File: src/rtl/dcsg_pkg.sv
// Shared types and constants for the drive command safety gateway.
package dcsg_pkg;

    localparam int CFG_IDX_W  = 3;
    localparam int CFG_DATA_W = 10;
    localparam int DIST_W     = 10;
    localparam int BYTE_W     = 8;
    localparam int CODE_W     = 3;

    localparam logic [CFG_IDX_W-1:0] CFG_BRAKE_DIST = 3'd0;
    localparam logic [CFG_IDX_W-1:0] CFG_MIN_DIST   = 3'd1;
    localparam logic [CFG_IDX_W-1:0] CFG_HB_LIMIT   = 3'd2;
    localparam logic [CFG_IDX_W-1:0] CFG_TELE_PER   = 3'd3;
    localparam logic [CFG_IDX_W-1:0] CFG_BLINK_PER  = 3'd4;
    localparam logic [CFG_IDX_W-1:0] CFG_SPEED_LIM  = 3'd5;

    localparam logic [DIST_W-1:0] RST_BRAKE_DIST = 10'd15;
    localparam logic [DIST_W-1:0] RST_MIN_DIST   = 10'd3;
    localparam logic [BYTE_W-1:0] RST_HB_LIMIT   = 8'd50;
    localparam logic [BYTE_W-1:0] RST_TELE_PER   = 8'd6;
    localparam logic [BYTE_W-1:0] RST_BLINK_PER  = 8'd20;
    localparam logic [BYTE_W-1:0] RST_SPEED_LIM  = 8'd100;

    localparam logic CMD_BYTE = 1'b0;
    localparam logic CMD_TICK = 1'b1;

    localparam logic [CODE_W-1:0] CODE_STOP    = 3'd0;
    localparam logic [CODE_W-1:0] CODE_FORWARD = 3'd1;
    localparam logic [CODE_W-1:0] CODE_BEEP    = 3'd5;

    localparam logic STAGE_CODE  = 1'b0;
    localparam logic STAGE_SPEED = 1'b1;

    typedef struct packed {
        logic [DIST_W-1:0] brake_distance;
        logic [DIST_W-1:0] min_valid_distance;
        logic [BYTE_W-1:0] heartbeat_limit;
        logic [BYTE_W-1:0] telemetry_period;
        logic [BYTE_W-1:0] blink_period;
        logic [BYTE_W-1:0] speed_limit;
    } cfg_t;

    typedef struct packed {
        logic              command;
        logic [BYTE_W-1:0] rx_byte;
        logic [DIST_W-1:0] front_distance;
    } item_t;

    typedef struct packed {
        logic [CODE_W-1:0] drive_cmd;
        logic [BYTE_W-1:0] drive_speed;
        logic              drive_update;
        logic              buzzer;
        logic              beep_request;
        logic              telemetry_due;
        logic              link_lost;
        logic              brake_active;
    } result_t;

endpackage

File: src/rtl/dcsg_cfg.sv
// Configuration register file of the drive command safety gateway.
module dcsg_cfg (
    input  logic                             clk,
    input  logic                             rst_n,
    input  logic                             cfg_write_en,
    input  logic [dcsg_pkg::CFG_IDX_W-1:0]   cfg_index,
    input  logic [dcsg_pkg::CFG_DATA_W-1:0]  cfg_data,
    output dcsg_pkg::cfg_t                   cfg
);
    import dcsg_pkg::*;

    cfg_t cfg_reg;
    cfg_t cfg_next;

    always_comb
    begin
        cfg_next = cfg_reg;
        if (cfg_write_en)
        begin
            case (cfg_index)
                CFG_BRAKE_DIST: cfg_next.brake_distance     = cfg_data;
                CFG_MIN_DIST:   cfg_next.min_valid_distance = cfg_data;
                CFG_HB_LIMIT:   cfg_next.heartbeat_limit    = cfg_data[BYTE_W-1:0];
                CFG_TELE_PER:   cfg_next.telemetry_period   = cfg_data[BYTE_W-1:0];
                CFG_BLINK_PER:  cfg_next.blink_period       = cfg_data[BYTE_W-1:0];
                CFG_SPEED_LIM:  cfg_next.speed_limit        = cfg_data[BYTE_W-1:0];
                default:        cfg_next = cfg_reg;
            endcase
        end
    end

    always_ff @(posedge clk or negedge rst_n)
    begin
        if (!rst_n)
        begin
            cfg_reg.brake_distance     <= RST_BRAKE_DIST;
            cfg_reg.min_valid_distance <= RST_MIN_DIST;
            cfg_reg.heartbeat_limit    <= RST_HB_LIMIT;
            cfg_reg.telemetry_period   <= RST_TELE_PER;
            cfg_reg.blink_period       <= RST_BLINK_PER;
            cfg_reg.speed_limit        <= RST_SPEED_LIM;
        end
        else
        begin
            cfg_reg <= cfg_next;
        end
    end

    assign cfg = cfg_reg;

endmodule

File: src/rtl/dcsg_core.sv
// Gateway state registers and the per-item parse, timer and safety logic.
module dcsg_core (
    input  logic              clk,
    input  logic              rst_n,
    input  logic              advance,
    input  dcsg_pkg::item_t   item,
    input  dcsg_pkg::cfg_t    cfg,
    output dcsg_pkg::result_t result
);
    import dcsg_pkg::*;

    logic              stage_reg,   stage_next;
    logic [CODE_W-1:0] held_reg,    held_next;
    logic [BYTE_W-1:0] silence_reg, silence_next;
    logic              lost_reg,    lost_next;
    logic [BYTE_W-1:0] period_reg,  period_next;
    logic [BYTE_W-1:0] blink_reg,   blink_next;
    logic              buzz_reg,    buzz_next;
    logic [CODE_W-1:0] code_reg,    code_next;
    logic [BYTE_W-1:0] rate_reg,    rate_next;

    logic              packet;
    logic [CODE_W-1:0] pk_code;
    logic [BYTE_W-1:0] pk_rate;
    logic [BYTE_W-1:0] period_inc;
    logic [BYTE_W-1:0] blink_inc;
    logic              tele;
    logic              upd;
    logic              brk;
    logic              beep;
    logic              in_window;

    assign in_window = (item.front_distance >= cfg.min_valid_distance) &&
                       (item.front_distance < cfg.brake_distance);
    assign period_inc = period_reg + 8'd1;
    assign blink_inc  = blink_reg + 8'd1;

    always_comb
    begin
        stage_next   = stage_reg;
        held_next    = held_reg;
        silence_next = silence_reg;
        lost_next    = lost_reg;
        period_next  = period_reg;
        blink_next   = blink_reg;
        buzz_next    = buzz_reg;
        code_next    = code_reg;
        rate_next    = rate_reg;
        packet       = 1'b0;
        pk_code      = held_reg;
        pk_rate      = (item.rx_byte > cfg.speed_limit) ? cfg.speed_limit : item.rx_byte;
        tele         = 1'b0;
        upd          = 1'b0;
        brk          = 1'b0;
        beep         = 1'b0;

        if (item.command == CMD_BYTE)
        begin
            // Any byte restores the link; the parser restarts on a restore.
            silence_next = '0;
            lost_next    = 1'b0;
            if (lost_reg || stage_reg == STAGE_CODE)
            begin
                if (item.rx_byte <= {{(BYTE_W-CODE_W){1'b0}}, CODE_BEEP})
                begin
                    held_next  = item.rx_byte[CODE_W-1:0];
                    stage_next = STAGE_SPEED;
                end
                else
                begin
                    stage_next = STAGE_CODE;
                end
            end
            else
            begin
                packet     = 1'b1;
                stage_next = STAGE_CODE;
            end
        end
        else
        begin
            if (period_inc >= cfg.telemetry_period)
            begin
                period_next = '0;
                tele        = 1'b1;
            end
            else
            begin
                period_next = period_inc;
            end
            if (silence_reg < cfg.heartbeat_limit)
            begin
                silence_next = silence_reg + 8'd1;
            end
            else if (!lost_reg)
            begin
                lost_next  = 1'b1;
                stage_next = STAGE_CODE;
            end
            if (lost_next)
            begin
                if (blink_inc >= cfg.blink_period)
                begin
                    blink_next = '0;
                    buzz_next  = ~buzz_reg;
                end
                else
                begin
                    blink_next = blink_inc;
                end
            end
            else
            begin
                blink_next = '0;
            end
        end

        // First safety check on the state left by the event.
        if (lost_next)
        begin
            code_next = CODE_STOP;
            rate_next = '0;
            upd       = 1'b1;
        end
        else if (code_reg == CODE_FORWARD && in_window)
        begin
            code_next = CODE_STOP;
            rate_next = '0;
            buzz_next = 1'b1;
            upd       = 1'b1;
            brk       = 1'b1;
        end
        else
        begin
            buzz_next = 1'b0;
            if (packet)
            begin
                if (pk_code == CODE_BEEP)
                begin
                    beep = 1'b1;
                end
                else if (pk_code != code_reg || pk_rate != rate_reg)
                begin
                    code_next = pk_code;
                    rate_next = pk_rate;
                    upd       = 1'b1;
                end
                // Second check: a new forward command may land inside the window.
                if (code_next == CODE_FORWARD && in_window)
                begin
                    code_next = CODE_STOP;
                    rate_next = '0;
                    buzz_next = 1'b1;
                    upd       = 1'b1;
                    brk       = 1'b1;
                end
            end
        end
    end

    always_ff @(posedge clk or negedge rst_n)
    begin
        if (!rst_n)
        begin
            stage_reg   <= STAGE_CODE;
            held_reg    <= '0;
            silence_reg <= '0;
            lost_reg    <= 1'b0;
            period_reg  <= '0;
            blink_reg   <= '0;
            buzz_reg    <= 1'b0;
            code_reg    <= CODE_STOP;
            rate_reg    <= '0;
        end
        else if (advance)
        begin
            stage_reg   <= stage_next;
            held_reg    <= held_next;
            silence_reg <= silence_next;
            lost_reg    <= lost_next;
            period_reg  <= period_next;
            blink_reg   <= blink_next;
            buzz_reg    <= buzz_next;
            code_reg    <= code_next;
            rate_reg    <= rate_next;
        end
    end

    always_comb
    begin
        result.drive_cmd     = code_next;
        result.drive_speed   = rate_next;
        result.drive_update  = upd;
        result.buzzer        = buzz_next;
        result.beep_request  = beep;
        result.telemetry_due = tele;
        result.link_lost     = lost_next;
        result.brake_active  = brk;
    end

endmodule

File: src/rtl/drive_command_safety_gateway.sv
// Top level of the drive command safety gateway: item, result and config ports.
// Usage:
//   Input channel (in_valid/in_ready) carries one item per handshake: a link
//   byte (command 0) or a timer tick (command 1), plus the front distance.
//   Output channel (out_valid/out_ready) returns exactly one result per item:
//   drive code and speed, motor reissue flag, buzzer level, beep, telemetry,
//   link-lost and emergency-brake flags.
//   Configuration is a plain write port (cfg_write_en, cfg_index, cfg_data);
//   write only while no item is in flight.
// Timing:
//   An accepted item lands in the input register; its core result is
//   registered in the result register once that is free, raising out_valid.
//   Throughput: one item per cycle while out_ready stays high; the input
//   register moves whenever the result register is free.
// Reset:
//   Both registers empty, parser awaiting a command byte, drive stopped,
//   buzzer off, all counters zero, configuration at its default values.
// Stall:
//   When out_ready is low the result holds, the input register holds one
//   more item, and in_ready drops until the result is taken.
module drive_command_safety_gateway (
    input  logic                             clk,
    input  logic                             rst_n,
    input  logic                             in_valid,
    output logic                             in_ready,
    input  logic                             command,
    input  logic [7:0]                       rx_byte,
    input  logic [9:0]                       front_distance,
    output logic                             out_valid,
    input  logic                             out_ready,
    output logic [2:0]                       drive_cmd,
    output logic [7:0]                       drive_speed,
    output logic                             drive_update,
    output logic                             buzzer,
    output logic                             beep_request,
    output logic                             telemetry_due,
    output logic                             link_lost,
    output logic                             brake_active,
    input  logic                             cfg_write_en,
    input  logic [dcsg_pkg::CFG_IDX_W-1:0]   cfg_index,
    input  logic [dcsg_pkg::CFG_DATA_W-1:0]  cfg_data
);
    import dcsg_pkg::*;

    cfg_t    cfg;
    item_t   item_reg;
    logic    item_valid_reg;
    result_t core_result;
    result_t result_reg;
    logic    result_valid_reg;
    logic    advance;

    // Move an item into the result register when that register is free.
    assign advance  = item_valid_reg && (!result_valid_reg || out_ready);
    assign in_ready = !item_valid_reg || advance;

    dcsg_cfg u_cfg (
        .clk          (clk),
        .rst_n        (rst_n),
        .cfg_write_en (cfg_write_en),
        .cfg_index    (cfg_index),
        .cfg_data     (cfg_data),
        .cfg          (cfg)
    );

    dcsg_core u_core (
        .clk     (clk),
        .rst_n   (rst_n),
        .advance (advance),
        .item    (item_reg),
        .cfg     (cfg),
        .result  (core_result)
    );

    // Hold the item and result flags; payloads need no reset.
    always_ff @(posedge clk or negedge rst_n)
    begin
        if (!rst_n)
        begin
            item_valid_reg   <= 1'b0;
            result_valid_reg <= 1'b0;
        end
        else
        begin
            if (in_ready)
            begin
                item_valid_reg <= in_valid;
            end
            if (advance)
            begin
                result_valid_reg <= 1'b1;
            end
            else if (out_ready)
            begin
                result_valid_reg <= 1'b0;
            end
        end
    end

    always_ff @(posedge clk)
    begin
        if (in_ready && in_valid)
        begin
            item_reg.command        <= command;
            item_reg.rx_byte        <= rx_byte;
            item_reg.front_distance <= front_distance;
        end
        if (advance)
        begin
            result_reg <= core_result;
        end
    end

    assign out_valid     = result_valid_reg;
    assign drive_cmd     = result_reg.drive_cmd;
    assign drive_speed   = result_reg.drive_speed;
    assign drive_update  = result_reg.drive_update;
    assign buzzer        = result_reg.buzzer;
    assign beep_request  = result_reg.beep_request;
    assign telemetry_due = result_reg.telemetry_due;
    assign link_lost     = result_reg.link_lost;
    assign brake_active  = result_reg.brake_active;

endmodule
File: config.mk
export PLATFORM = sky130hd
export DESIGN_NAME = drive_command_safety_gateway
export DESIGN_NICKNAME = d
export VERILOG_FILES = /design/src/rtl/dcsg_pkg.sv /design/src/rtl/dcsg_cfg.sv /design/src/rtl/dcsg_core.sv /design/src/rtl/drive_command_safety_gateway.sv
export SDC_FILE = /design/constraint.sdc
export NUM_CORES = 1
export LEC_CHECK = 0
export BUFFER_PORTS_ARGS = -buffer_cell sky130_fd_sc_hd__buf_2
export CELL_PAD_IN_SITES_DETAIL_PLACEMENT = 0
export CELL_PAD_IN_SITES_GLOBAL_PLACEMENT = 1
export CORE_ASPECT_RATIO = 1.2
export CORE_MARGIN = 4
export CORE_UTILIZATION = 32
export CTS_BUF_LIST = sky130_fd_sc_hd__clkbuf_4
export DETAILED_ROUTE_END_ITERATION = 12
export PLACE_DENSITY = 0.6
export RECOVER_POWER = 50
export REMOVE_ABC_BUFFERS = 1
export SLEW_MARGIN = 20
export SYNTH_ARGS = -nofsm -noshare
export SYNTH_HDL_FRONTEND = slang
export SYNTH_HIERARCHICAL = 1
export SYNTH_SLANG_ARGS = --single-unit
File: constraint.sdc
create_clock -name clk -period 3.9 [get_ports clk]
set_input_delay 0.39 -clock clk [delete_from_list [all_inputs] [get_ports clk]]
set_output_delay 0.39 -clock clk [all_outputs]
set_load 0.01 [all_outputs]
**After elaboration in Yosys (flattened, before gate mapping)**

Cells that the tools add are included.

- Bits in registers: 131
- Bits of input ports: 37
- Output and inout bits: 19
- Word-level logic and storage cells: 126

- Add/subtract/negate cells: 3
- Magnitude comparators: 7
- Equal/unequal tests: 13
- Muxes and demuxes: 46
- Bitwise operators: 4
- Reductions and logical operators: 25

Operator list:

| operator | count |
|---|---|
| 2-to-1 mux 8 bit | 12 |
| 2-to-1 mux 3 bit | 9 |
| 2-to-1 mux 1 bit | 25 |
| adder 8 x 1 -> 8 bit, second input constant | 3 |
| >= comparator 8 bit | 2 |
| AND reduction 2 bit | 8 |
| >= comparator 10 bit | 1 |
| < comparator 10 bit | 1 |
| == test 3 x 1 -> 1 bit, second input constant | 3 |
| == test 3 bit, second input constant | 3 |
| > comparator 8 bit | 1 |
| <= comparator 8 x 3 -> 1 bit, second input constant | 1 |
| < comparator 8 bit | 1 |
| != test 8 bit | 1 |
| == test 3 x 2 -> 1 bit, second input constant | 2 |
| logical AND 1 bit | 5 |
| logical OR 1 bit | 4 |
| != test 2 bit, second input constant | 2 |
| inverter 1 bit | 4 |
| AND reduction 4 bit | 1 |
| logical NOT 3 bit | 1 |
| != test 3 bit | 1 |
| AND reduction 3 bit | 1 |
| OR reduction 3 bit | 1 |
| other kinds (4) | 5 |

**Depth between registers and ports, before layout**

Gate-level depths: netlist (run 1).

- Word-level depth: 15
- Mapped depth: 12

**Hierarchy**

Netlist (run 1), hierarchy kept.

By module, submodules not included:

| module | times used | cells an instance | area an instance (um^2) | sequential area each (um^2) |
|---|---|---|---|---|
| dcsg_core | 1 | 506 | 4234.1 | 1026.0 |
| dcsg_cfg | 1 | 114 | 2060.7 | 1321.3 |
| drive_command_safety_gateway | 1 | 44 | 1184.9 | 1131.1 |

**Least setup slack after synthesis (run 1)**

Ideal clock, no wire load.

- Path type: register -> register
- From: register u_cfg.cfg_reg (netlist bit u_cfg/cfg[5])
- To: register result_reg (netlist bit drive_update), data pin
- Data arrival time: 2.683 ns
- Path slack: 0.966 ns
- Stages on the path, launching flop included: 12
- Clock period less this slack: 2.934 ns
- Path through: dfstp_2 inv_1 ha_1 a21oi_1 o21ai_1 o32a_1 a21o_1 a211o_4 o211ai_1 buf_4 nand2b_1 buf_4

- Longest elaborated chain between the ends: 13
- Elaborated cells between the ends (all ways): 15
- Those cells by class: 1 x order compare; 2 x eq/ne; 10 x mux; 2 x reduce/logical

Ends and longest elaborated chain:

| what | line | RTL |
|---|---|---|
| start, declared | dcsg_cfg.sv:12 | `cfg_t cfg_reg;` |
| start signal, assigned | dcsg_cfg.sv:45 | `cfg_reg <= cfg_next;` |
| > comparator 8 bit | dcsg_core.sv:51 | `pk_rate = (item.rx_byte > cfg.speed_limit) ? cfg.speed_limit : item.rx_byte;` |
| 2-to-1 mux 8 bit (*) | dcsg_core.sv:51 |  |
| != test 8 bit (*) | dcsg_core.sv:142 | `else if (pk_code != code_reg \|\| pk_rate != rate_reg)` |
| logical OR 1 bit (*) | dcsg_core.sv:142 |  |
| 2-to-1 mux 3 bit | dcsg_core.sv:142 |  |
| 2-to-1 mux 3 bit | dcsg_core.sv:138 | `if (pk_code == CODE_BEEP)` |
| 2-to-1 mux 3 bit | dcsg_core.sv:136 | `if (packet)` |
| 2-to-1 mux 3 bit | dcsg_core.sv:125 | `else if (code_reg == CODE_FORWARD && in_window)` |
| 2-to-1 mux 3 bit | dcsg_core.sv:119 | `if (lost_next)` |
| == test 3 x 1 -> 1 bit | dcsg_core.sv:149 | `if (code_next == CODE_FORWARD && in_window)` |
| logical AND 1 bit | dcsg_core.sv:149 |  |
| 2-to-1 mux 1 bit (*) | dcsg_core.sv:149 |  |
| 2-to-1 mux 1 bit (*) | dcsg_core.sv:136 |  |
| end signal, assigned | drive_command_safety_gateway.sv:110 | `result_reg <= core_result;` |
| end, declared | drive_command_safety_gateway.sv:49 | `result_t result_reg;` |

Every way passes the cells marked *; elsewhere a longest branch is shown, timed or not. The select of a mux whose other input is x is not followed.
A chain may end at the register's enable or synchronous reset.

**Worst setup path in the final report (run 1)**

- From: register u_cfg.cfg_reg (netlist bit u_cfg/cfg[44])
- To: register u_core.rate_reg[1]

- Longest elaborated chain between the ends: 7
- Elaborated cells between the ends (all ways): 8
- Those cells by class: 1 x order compare; 4 x mux; 3 x reduce/logical

Ends and longest elaborated chain:

| what | line | RTL |
|---|---|---|
| < comparator 10 bit (*) | dcsg_core.sv:34 | `(item.front_distance < cfg.brake_distance);` |
| logical AND 1 bit (*) | dcsg_core.sv:33 | `assign in_window = (item.front_distance >= cfg.min_valid_distance) &&` |
| logical AND 1 bit | dcsg_core.sv:149 |  |
| 2-to-1 mux 8 bit | dcsg_core.sv:149 |  |
| 2-to-1 mux 8 bit | dcsg_core.sv:136 |  |
| 2-to-1 mux 8 bit (*) | dcsg_core.sv:125 |  |
| 2-to-1 mux 8 bit (*) | dcsg_core.sv:119 |  |
| end signal, assigned | dcsg_core.sv:185 | `rate_reg <= rate_next;` |
| end, declared | dcsg_core.sv:20 | `logic [BYTE_W-1:0] rate_reg, rate_next;` |

Every way passes the cells marked *; elsewhere a longest branch is shown, timed or not.

==> results.txt, run 1 <==
outcome: finished with violations
failing checks: max-capacitance violations, max-slew violations
Overflow after GRT: 0
starting density of the core: 0.3234
CP Cell Sequence: inv_1 -> ha_1 -> o21ai_0 -> a2111oi_0 -> buf_4 -> nor2_1 -> and3_1 -> or2_1 -> a221oi_4 -> o2bb2ai_1
Root Buffer: clkbuf_4
Site Rows: 61
post-CTS sizing: 0
FF+latch area: 3478 µm²
worst path bufs/invs: 2
Worst-Skew Late Latency: 0.56 ns
Core Area: 23,130 µm²
Slew headroom: -0.9332
sequential share of power: 0.458
Die Wd: 147.6 µm
Pwr Total: 4081 µW
final WL: 17.14 mm
CTS buffer count: 17
Top FF cell, synth: dfrtp_1
Leak: 0.003812 µW
fmax: 321.2 MHz
number of synthesized flops with an enable pin: 36
Synth Instances: 664
Slew Limit Fails: 48
Critical Path AT: 3.59 ns
placed wire-length estimate: 12.66 mm
final setup margin: 0.7862 ns
GP Congestion: 0.8547
pwr/cell area: 479.3 nW/µm²
post-route minimum period: 3.114 ns
Internal: 2692 µW
Sum Neg Setup Slack: 0 ns
Syn Area/Cell: 11.26 µm²
Net Sw Frac: 0.3404
WL/cell: 15.99 µm
pre-CTS setup slack: 0.7570 ns
global-route wire length before repair: 28.24 mm
Logic pwr share: 0.296
DRT Pass-1 Iters: 4
DRC: 0
slowest CP cell: a2111oi_0
Max Buffers Root-to-Sink: 2
Max VDD drop: 0.1769 mV
RSZ-0062 raised after global routing: false
CP max FO: 8
post-synthesis sequential area ratio: 0.4650
TritonCTS Sinks: 131
clk slew on worst S/H paths: 0.12 ns
initial antenna violation count: 1
Nets: 833
Critical path origin: u_cfg/cfg[44]$_DFFE_PN1P_
reg2reg setup slack: 0.79 ns
Post-Layout Cell Count: 1,072
Startpoint Class: register
# fillers: 2,327
synth-to-layout area growth: 13.83%
#FFs+latches synth: 131
Tot GR Track Use: 0.1372
vias in the first global route: 5,487
endpoints failing hold: 0
DR vias: 5,323
most common cell after layout, fill and taps aside: dfrtp_1
Tcrit/Tclk final: 0.7984
CTS tree: done
most frequent cells in the layout: 79 x dfrtp_1, 59 x inv_1, 53 x ha_1
CTS H-Tree Depth: 4
clock network power share: 0.246
Worst EP required: 4.37 ns
Worst Setup Path Type: reg -> reg
Critical Path Max Stage Delay: 0.61 ns
multi-input logic area: 3588 µm²
Die H: 175.5 µm
remaining antenna violation count after routing: 0
cell count after placement: 1,020
HP Class: in -> reg
Vias/cell: 4.965
Hold Crit Start: in_valid
Ports: 56
ys async rst share: 0.7252
reg-to-reg startpoint: u_cfg/cfg[44]$_DFFE_PN1P_
mapped cell area: 7480 µm²
max reg flops: 52
Switch Pwr: 1389 µW
cell family with most CP delay: compound AO/OA/AOI/OAI gates
die area: 25,890 µm²
pin count of the biggest net entering global routing: 49
Max-cap violations: 1
share of layout cells above drive strength 1: 0.2328
worst slew pin tran: 2.900 ns
YS warnings: 6
Iteration-0 DRC Markers: 270
post-synth cell types: 82
crit end category: register
IO Port Bufs: 55
Setup Skew: 0.02084 ns
Setup Viol. Count Final: 0
-- power groups by stage --
stage               sequential [µW]  clock [µW]  combinational, µW
floorplan                      1860           0                896
global route                   1910        1110               1370
finish                         1870        1010               1210
CTS                            1870        1050               1240
global placement               1900           0               1190
detailed placement             1900           0               1210
-- cells by family (layout without fill, tap and decap cells) --
logic type,count (synthesis),in the layout,share of synthesized area
mux,66,66,0.1019
flops,131,131,0.4650
fa+ha+maj,53,53,0.08866
compound gates,140,140,0.1410
simple gates,170,170,0.1278
xor+xnor,24,24,0.02810
other cells,0,1,0
buf+inv,80,172,0.04751
-- final timing paths --
kind,endpoint,cells past startpoint
min reg2reg,u_cfg/cfg[14]$_DFFE_PN0P_,1
max reg2reg,u_core/rate_reg[1]$_DFFE_PN0P_,10
max,u_core/rate_reg[1]$_DFFE_PN0P_,10
min in group asynchronous,u_core/rate_reg[0]$_DFFE_PN0P_,2
max in group asynchronous,u_cfg/cfg[46]$_DFFE_PN0P_,2
min,item_valid_reg$_DFFE_PN0P_,2
-- metrics by stage --
step	utilization	hold WS, ns	cell area, µm²
4_1_cts	0.3712	0.001682	8583
3_3_place_gp	0.3495	0.4691	8083
5_1_grt	0.3682	0.01077	8514
3_5_place_dp	0.3495	0.4721	8083
2_1_floorplan	-	0.09441	7346
6_report	0.3682	0.05198	8514
-- layer usage --
layer,GRT usage,up-vias,part of all wire
li1,-,2582,-
met2,0.2346,114,0.50
met1,0.1737,2603,0.44
met4,0.04934,0,0.016
met3,0.02529,24,0.042
met5,0,-,0
-- cell usage after synthesis, types with 7 or more instances --
master	count	area [µm²]
ha_1	53	663.1
nand2_1	52	195.2
xnor2_1	13	113.9
a211oi_1	11	82.58
buf_4	8	60.06
dfstp_2	16	420.4
inv_1	59	221.5
mux2_4	8	120.1
o211ai_1	7	52.55
a21oi_1	17	85.08
a32o_1	8	80.08
xor2_1	11	96.34
mux2_2	49	551.8
clkbuf_1	7	26.28
a21o_1	17	127.6
nor2_1	22	82.58
nand2b_1	14	87.58
mux2i_1	9	90.09
nor3_1	13	65.06
edfxtp_1	36	1081
o21ai_0	31	155.2
dfrtp_1	79	1977
nand3_1	16	80.08
-- layout make-up --
class	instances	share of cell area
multi-input cells	453	0.4215
flip-flops and latches	131	0.4085
repair buffers	81	0.06098
well taps	315	0.04629
inverters	59	0.02601
clock inverters	15	0.02145
clock buffers	17	0.01499
diodes	1	0.0002939
-- timing repair --
item,CTS,global route
hold endpoints to repair,62,0
hold buffers,19,0
setup buffers,0,0
No activity file was read; power rests on OpenSTA's default activity.
==> inputs of run 2 (changes only) <==
PLACE_DENSITY = 0.62   (was 0.6)
clock period = 2.8 ns   (was 3.9 ns; I/O delays follow)
==> run 2 against run 1 <==
The run ends with negative setup slack left. First-iteration DRC count shrank 25%. Wire length increased by 8.6%. Fmax is 4.3% higher. Power is 49% higher. Worst setup slack worse by 0.97 ns. Clock skew rose by 0.00091 ns. Clock-buffer cell count unchanged. Sequential power grew 38%. Critical path depth grew 2. Largest cell class unchanged. Highest routed layer unchanged.
==> results.txt, run 2 (same netlist as run 1, synthesis figures left out) <==
share of layout cells above drive strength 1: 0.3474
Die H: 175.5 µm
failing checks: negative setup slack
starting density of the core: 0.3234
Worst-Skew Late Latency: 0.54 ns
Critical Path AT: 3.36 ns
initial antenna violation count: 1
post-route minimum period: 2.985 ns
outcome: finished with violations
Leak: 0.004218 µW
Die Wd: 147.6 µm
Min-Delay Endpoint: u_cfg/cfg[32]$_DFFE_PN1P_
Max-cap violations: 0
placed wire-length estimate: 13.68 mm
Max Buffers Root-to-Sink: 2
CTS H-Tree Depth: 4
final WL: 18.62 mm
DRT Pass-1 Iters: 4
Tcrit/Tclk final: 1.066
Iteration-0 DRC Markers: 202
die area: 25,890 µm²
final setup margin: -0.1852 ns
Overflow after GRT: 0
CP max FO: 6
Sum Neg Setup Slack: -2.077 ns
hold depth: 2
fmax: 335.0 MHz
CTS tree: done
global-route wire length before repair: 29.77 mm
worst slew pin tran: 1.112 ns
DRC: 0
HP Class: in -> reg
GP Congestion: 0.8645
synth-to-layout area growth: 25.86%
Slew headroom: 0.2585
crit end category: register
Setup Skew: 0.02175 ns
endpoints failing hold: 0
CTS buffer count: 17
max reg flops: 52
Core Area: 23,130 µm²
Worst EP required: 3.17 ns
Hold Crit Start: cfg_data[0]
IO Port Bufs: 55
most common cell after layout, fill and taps aside: dfrtp_1
Nets: 909
Worst Setup Path Type: reg -> reg
pin count of the biggest net entering global routing: 56
Tot GR Track Use: 0.1457
WL/cell: 16.22 µm
vias in the first global route: 5,841
TritonCTS Sinks: 131
Site Rows: 61
Startpoint Class: register
Setup Viol. Count Final: 20
clk slew on worst S/H paths: 0.13 ns
Max VDD drop: 0.2237 mV
Critical R2R Capture: drive_speed[7]$_DFFE_PP_
worst-case reg-to-reg path depth: 12
Root Buffer: clkbuf_4
Ports: 56
most frequent cells in the layout: 78 x dfrtp_1, 66 x buf_4, 54 x inv_1
DR vias: 5,630
Pwr Total: 6073 µW
Slew Limit Fails: 0
Vias/cell: 4.904
reg2reg setup slack: -0.19 ns
pwr/cell area: 645.1 nW/µm²
RSZ-0062 raised after global routing: true
remaining antenna violation count after routing: 0
reg-to-reg startpoint: u_cfg/cfg[6]$_DFFE_PN1P_
[run 2: layer usage]
metal | vias to the layer above | GRT usage | share of wire
met4 | 0 | 0.05089 | 0.020
met1 | 2756 | 0.1786 | 0.43
met5 | - | 0 | 0
li1 | 2729 | - | -
met3 | 26 | 0.02916 | 0.037
met2 | 119 | 0.2548 | 0.52
[run 2: final cells by class]
class | instances | area [µm²]
well taps | 315 | 394.1
clock buffers | 17 | 127.6
multi-input cells | 453 | 3918
diodes | 1 | 2.502
clock inverters | 15 | 143.9
inverters | 59 | 221.5
flip-flops and latches | 131 | 3480
repair buffers | 157 | 1127
fillers | 2255 | 13710
[run 2: stage by stage]
step                      hold slack [ns]  utilization  worst slack [ns]  std cells  instance area, µm²
after floorplan                  -0.01559            -           -0.5270        643                7346
after global placement             0.3090       0.3661           -0.1382       1071                8466
after detailed placement           0.3166       0.3661           -0.2149       1071                8466
after CTS                         0.05400       0.3993           -0.1400       1141                9235
after global routing              0.03998       0.4071           -0.2975       1148                9414
final                              0.1043       0.4071           -0.1852       1148                9414
[run 2: where the power goes]
group / internal, µW / switching (µW) / total [µW]
clock: 462 / 794 / 1260
sequential: 2340 / 245 / 2580
combinational: 1130 / 1100 / 2240
[run 2: worst max-delay path by stage]
stage | startpoint | endpoint | slack [ns] | depth (start not counted)
3_3_place_gp | u_cfg/cfg[5]$_DFFE_PN1P_ | drive_cmd[1]$_DFFE_PP_ | -0.14 | 9
2_1_floorplan | u_cfg/cfg[5]$_DFFE_PN1P_ | drive_cmd[0]$_DFFE_PP_ | -0.53 | 9
3_5_place_dp | u_cfg/cfg[5]$_DFFE_PN1P_ | drive_speed[7]$_DFFE_PP_ | -0.21 | 10
6_report | u_cfg/cfg[6]$_DFFE_PN1P_ | drive_speed[7]$_DFFE_PP_ | -0.19 | 12
5_1_grt | u_cfg/cfg[6]$_DFFE_PN1P_ | drive_speed[7]$_DFFE_PP_ | -0.30 | 12
4_1_cts | u_cfg/cfg[6]$_DFFE_PN1P_ | drive_speed[7]$_DFFE_PP_ | -0.14 | 12
[run 2: critical path, stage by stage, from the launching register on]
cell and delay [ns]:
dfstp_1 0.55, inv_2 0.05, ha_4 0.26, nand2_1 0.11
o21a_4 0.27, buf_4 0.15, a32oi_1 0.26, a211oi_2 0.12
a211o_4 0.35, o211ai_1 0.20, buf_4 0.16, buf_6 0.13
mux2i_1 0.20
[run 2: repair_timing]
| item | CTS | global route |
|---|---|---|
| pin swaps | 18 | 26 |
| cloned | 1 | 1 |
| setup endpoints to repair | 21 | 31 |
| buffers inserted | 12 | 7 |
| hold buffers | 25 | 0 |
| hold endpoints to repair | 54 | 0 |
| gates resized for setup | 31 | 39 |
==> inputs of run 3 (changes only) <==
REMOVE_ABC_BUFFERS = default   (was 1)
SLEW_MARGIN = default   (was 20)
==> run 3 against run 2 <==
The run ends with max-capacitance violations, max-slew violations, negative setup slack left. Wire length down 2.6%. Clock-buffer cell count up 1. Sequential power about the same. Via count up 0.36%. Critical path type unchanged. Critical endpoint unchanged. Highest routed layer unchanged.
==> results.txt, run 3 (same netlist as run 1, synthesis figures left out) <==
outcome: finished with violations
failing checks: max-capacitance violations, max-slew violations, negative setup slack
WL/cell: 15.88 µm
Post-Layout Cell Count: 1,142
max reg flops: 52
Post-Syn Nets: 754
Iteration-0 DRC Markers: 278
Max VDD drop: 0.2435 mV
pin count of the biggest net entering global routing: 42
most frequent cells in the layout: 79 x dfrtp_1, 61 x buf_4, 55 x inv_1
Max-cap violations: 1
final setup margin: -0.1555 ns
Core Area: 23,130 µm²
Worst Setup Path Type: reg -> reg
Setup Viol. Count Final: 19
RSZ-0062 raised after global routing: true
Worst-Skew Late Latency: 0.54 ns
final WL: 18.14 mm
vias in the first global route: 5,779
share of layout cells above drive strength 1: 0.3305
Nets: 903
Hold Crit Start: cfg_data[2]
most common cell after layout, fill and taps aside: dfrtp_1
IO Port Bufs: 55
Root Buffer: clkbuf_4
metal3 WL: 542 µm
remaining antenna violation count after routing: 0
Met2 Routed Length: 9.044 mm
CTS tree: done
post-route minimum period: 2.956 ns
Overflow after GRT: 0
Critical path origin: u_cfg/cfg[2]$_DFFE_PN1P_
reg-to-reg startpoint: u_cfg/cfg[2]$_DFFE_PN1P_
worst slew pin tran: 2.399 ns
Pwr Total: 6045 µW
TritonCTS Sinks: 131
Tcrit/Tclk final: 1.056
Worst EP required: 3.17 ns
CTS buffer count: 17
endpoints failing hold: 0
Sum Neg Setup Slack: -1.845 ns
global-route wire length before repair: 29.73 mm
clk slew on worst S/H paths: 0.12 ns
Slew Limit Fails: 41
Critical Path AT: 3.32 ns
Die Wd: 147.6 µm
fmax: 338.4 MHz
cell count after placement: 1,072
Die H: 175.5 µm
hold slack: 0.1034 ns
Slew headroom: -0.5991
DR vias: 5,650
Site Rows: 61
Startpoint Class: register
Leak: 0.004186 µW
GP Congestion: 0.8312
DRT Pass-1 Iters: 5
Ports: 56
starting density of the core: 0.3234
initial antenna violation count: 1
CTS H-Tree Depth: 4
Vias/cell: 4.947
CP max FO: 5
Tot GR Track Use: 0.1450
synth-to-layout area growth: 24.16%
placed wire-length estimate: 13.50 mm
Setup Skew: 0.01964 ns
crit end category: register
pwr/cell area: 651.0 nW/µm²
Max Buffers Root-to-Sink: 2
wl on met1: 8.189 mm
DRC: 0
die area: 25,890 µm²
Top Layer Used: met4
HP Class: in -> reg
==> run 3: changes by cell type in the layout (fill, tap and decap cells not counted), moves of 3 or more <==
cell / before / now
inv_6: 6 / 1
buf_4: 66 / 61
clkinv_2: 0 / 5
buf_6: 7 / 3
clkbuf_1: 6 / 10
a21oi_2: 4 / 7
==> run 3: stage by stage <==
step,setup WS (ns),instance area (µm²),utilization
floorplan,-0.05068,7555,-
global placement,-0.1146,8573,0.3707
detailed placement,-0.1792,8573,0.3707
CTS,-0.1436,9246,0.3998
global route,-0.3413,9286,0.4016
finish,-0.1555,9286,0.4016
==> run 3: power by group <==
group	leakage (µW)	internal (µW)	total, µW	switching [µW]
Sequential	0.00152	2340	2590	252
Combinational	0.00251	1110	2180	1070
Clock	0.000149	534	1280	744
Total	0.00419	3980	6050	2060
==> run 3: routing by layer <==
layer,vias to the layer above,track usage
li1,2717,-
met1,2803,0.1842
met2,107,0.2455
met3,23,0.02658
met4,0,0.05556
met5,-,0
==> run 3: cell type report <==
| class | instances | area [µm²] |
|---|---|---|
| Fill cell | 2279 | 13840 |
| Antenna cell | 1 | 2.502 |
| Tap cell | 315 | 394.1 |
| Clock buffer | 18 | 135.1 |
| Timing Repair Buffer | 151 | 1085 |
| Multi-Input combinational cell | 453 | 3831 |
| Sequential cell | 131 | 3478 |
| Clock inverter | 14 | 138.9 |
| Inverter | 59 | 221.5 |
==> run 3: what timing repair did <==
action                     4_1_cts  5_1_grt
pin swaps                       12       11
hold buffers                    25        0
hold endpoints to repair        55        0
setup endpoints to repair       23       32
gates resized for setup         20       19
buffers inserted                 8        3
gates cloned                     1        0
==> run 3: worst paths after layout <==
kind                                                    end  slack (ns)  cells after the start
setup / recovery                   drive_speed[7]$_DFFE_PP_       -0.16                     12
hold / removal                    u_cfg/cfg[10]$_DFFE_PN1P_        0.10                      2
setup reg to reg                   drive_speed[7]$_DFFE_PP_       -0.16                     12
hold reg to reg                   u_cfg/cfg[15]$_DFFE_PN0P_        0.50                      1
max in group asynchronous          u_cfg/cfg[2]$_DFFE_PN1P_        0.35                      3
min in group asynchronous  u_core/period_reg[6]$_DFFE_PN0P_        1.01                      2
==> run 3: worst max-delay path: stages (launching register included) <==
cell and delay [ns]:
dfstp_2 0.55, inv_2 0.05, ha_4 0.28, nand4_1 0.22
nand2_2 0.17, a21oi_1 0.10, buf_4 0.17, nor3_2 0.17
nor3b_2 0.08, or3_4 0.35, o211ai_1 0.28, buf_6 0.18
mux2i_1 0.21
